## src/tllc_ram.sv

```systemverilog
// Generic single-port-write, single-port-read RAM with a registered read.
// No dependencies.
module tllc_ram #(
    parameter int WIDTH = 8,
    parameter int DEPTH = 16
) (
    input  logic                     i_clk,
    input  logic                     i_we,
    input  logic [$clog2(DEPTH)-1:0] i_waddr,
    input  logic [WIDTH-1:0]         i_wdata,
    input  logic [$clog2(DEPTH)-1:0] i_raddr,
    output logic [WIDTH-1:0]         o_rdata
);
    logic [WIDTH-1:0] r_mem [DEPTH];

    always_ff @(posedge i_clk) begin
        if (i_we) begin
            r_mem[i_waddr] <= i_wdata;
        end
        o_rdata <= r_mem[i_raddr];
    end
endmodule

```

## config.mk

```make
export PLATFORM = sky130hd
export DESIGN_NAME = tllc_ram
export DESIGN_NICKNAME = d
export VERILOG_FILES = /design/src/tllc_ram.sv
export SDC_FILE = /design/constraint.sdc
export NUM_CORES = 1
export LEC_CHECK = 0
export ABC_AREA = 1
export BUFFER_PORTS_ARGS = -buffer_cell sky130_fd_sc_hd__buf_2
export CAP_MARGIN = 15
export CELL_PAD_IN_SITES_DETAIL_PLACEMENT = 1
export CELL_PAD_IN_SITES_GLOBAL_PLACEMENT = 2
export CORE_MARGIN = 4
export CORE_UTILIZATION = 40
export DETAILED_ROUTE_END_ITERATION = 12
export GPL_TIMING_DRIVEN = 1
export PLACE_DENSITY = 0.8
export SLEW_MARGIN = 20
export SYNTH_ARGS = -nofsm -noshare
export SYNTH_HDL_FRONTEND = slang
export SYNTH_SLANG_ARGS = --single-unit
export TNS_END_PERCENT = 30
```

## constraint.sdc

```tcl
create_clock -name i_clk -period 1.8 [get_ports i_clk]
set_clock_uncertainty 0.2 [all_clocks]
set_input_delay 0.18 -clock i_clk [delete_from_list [all_inputs] [get_ports i_clk]]
set_output_delay 0.18 -clock i_clk [all_outputs]
set_load 0.05 [all_outputs]
```

==> results_dict.tcl <==
set metrics [dict create \
    syn_area_per_cell_um2 10.5 \
    cts-root-buf "clkbuf_16" \
    syn-cell-area_um2 5770 \
    clkSinkCount 136 \
    vias 3923 \
    die_h_um 128 \
    hp-class "primary input to flip-flop" \
    antennaDiodeCount 0 \
    critPathArrivalTime_ns 1.04 \
    cts-resized-gates 0 \
    dr.pass1.iters 4 \
    grt_pass1_vias 4251 \
    drive_gt1_frac 0.131 \
    start_kind "flip-flop" \
    cp_top_family "flip-flops" \
    min_period_over_period 0.789 \
    cts_tree "built" \
    ys.warnings.count 0 \
    yosysSeqAreaShare 0.694 \
    cp_data_required_time_ns 1.42 \
    fp-row-count 43 \
    maxSlewHeadroom 0.714 \
    design_area_um2 6800 \
    initialDrtViolationCount 226 \
    placed_area_um2 6180 \
    clk_latency_ns 0.41 \
    synth.distinct_cells 12 \
    cts-buffers-inserted 17 \
    maxCapViolations 0 \
    path_buf_inv 1 \
    dp.cells 761 \
    cts-htree-levels 4 \
    cts.clk_slew.worst_paths_ns 0.05 \
    synth-seq-cells 136 \
    worst_slew_pin_slew_ns 0.429 \
    rsz0062_at_grt "false" \
    avgRoutedWirePerCell_um 18.7 \
    start_util 0.412 \
    ant_nets 0 \
    area_growth_pct 17.9 \
    tns_ns 0 \
    cpPeakStageDelay_ns 0.35 \
    nets 625 \
    crit_type "flip-flop to output port" \
    cpMaxStageDelayCell "dfxtp_1" \
    grt_use_met2 0.330 \
    gr-total-overflow 0 \
    grt_pass1_wl_um 23800 \
    power.density_nw_per_um2 1080 \
    drcViolationCount 0 \
    vias_per_cell 4.90 \
    dpl.hpwl_um 9600 \
    final-hold-violation-count 0 \
    routabilityCongestion 0.775 \
    met1_usage 0.258 \
    cp_max_fo 1 \
    total_leakage_power_nw 2.97 \
    end_kind "output port" \
    busiest_layer "met2" \
    ir_drop_uv 698 \
    dieArea_um2 16400 \
    use_met3 0.0367 \
    io_pins 26 \
    path_cells "buf_2" \
    slew_violations 0 \
    antenna_found_initial 0 \
    fin_cells 800 \
    synthCells 551 \
    finalSetupViolCount 0 \
    fp.dieW_um 128 \
    grt_max_degree 35 \
    cts_buffer_depth 2 \
    io_buffers 25 \
    coreArea_um2 14000 \
    timing.final.crit_period_ns 1.42 \
    grt_use_total 0.198 \
    postRouteWirelength_um 15000 \
    fmax_ghz 0.705 \
    outcome "finished, final reports clean" \
    syn_nets 569 \
]
worst paths after layout:
kind / slack, ns / to / from / cells after the start
min: 0.01 / r_mem[3][2] / i_wdata[2] / 1
min reg2reg: 0.46 / o_rdata[6] / r_mem[10][6] / 6
max: 0.38 / o_rdata[5] / o_rdata[5] / 1
max reg2reg: 0.56 / o_rdata[7] / r_mem[3][7] / 6
cells in the final DEF, fill, tap and decap left out:
cell type | netlist | layout
bufinv_16 | 0 | 2
nor2_1 | 17 | 17
dfxtp_1 | 8 | 8
clkinv_4 | 0 | 1
clkinv_1 | 0 | 4
buf_2 | 13 | 25
clkinv_2 | 0 | 5
dlygate4sd3_1 | 0 | 7
nand3_1 | 97 | 97
inv_1 | 100 | 100
clkbuf_1 | 0 | 3
buf_4 | 4 | 28
inv_2 | 2 | 2
clkbuf_16 | 0 | 17
nand3b_1 | 2 | 2
buf_12 | 0 | 1
edfxtp_1 | 128 | 128
nand2_1 | 173 | 173
Yosys cell counts:
cell        n  area [um^2]
nand2_1   173          649
edfxtp_1  128         3840
inv_1     100          375
nand3_1    97          485
nor2_1     17         63.8
buf_2      13         65.1
dfxtp_1     8          160
buf_6       6         67.6
buf_4       4         30.0
inv_2       2         7.51
nand3b_1    2         15.0
buf_1       1         3.75
cells by family after synthesis:
group / Yosys count / synth area share
buffers and inverters: 126 / 0.0952
DFF: 136 / 0.694
and+or+nand+nor: 289 / 0.210
worst register-to-register path: stages (launching register included):
cell and delay [ns]:
edfxtp_1 0.35, inv_1 0.06, nand2_1 0.05, nand3_1 0.12, nand3_1 0.10, nand3_1 0.16, nand2_1 0.08
flip-flops by register name, summed over array words and instances, names as in the netlist:
signal	flops
r_mem	128
o_rdata	8
metrics by stage:
step                total power, mW  setup slack, ns  hold slack [ns]   util
floorplan                      3.95            0.469           0.0789      -
global placement               4.14            0.292            0.376  0.442
detailed placement             4.16            0.200            0.393  0.442
CTS                            7.41            0.336          0.00589  0.486
global route                   7.61            0.329           0.0228  0.486
finish                         7.34            0.381          0.00994  0.486
metal layers:
layer	up-vias	wire length (um)
met5	-	0
met4	0	242
met3	16	440
met2	57	7490
met1	1969	6820
li1	1881	-
where the power goes:
part | switching (mW) | total [mW] | internal (mW)
registers | 0.0228 | 3.56 | 3.54
clock network | 1.24 | 3.25 | 2.00
logic | 0.387 | 0.533 | 0.146
total | 1.65 | 7.34 | 5.69
cell type report:
class	count	area, um^2
flip-flops and latches	136	4000
multi-input cells	289	1210
clock buffers	20	437
clock inverters	12	109
repair buffers	61	425
fillers	1582	7190
inverters	102	383
well taps	180	225
timing repair:
| item | 4_1_cts | 5_1_grt |
|---|---|---|
| hold endpoints to repair | 102 | 0 |
| buffers inserted | 0 | 0 |
| hold buffers | 7 | 0 |
Note: power is estimated with default switching activity, not from simulation.
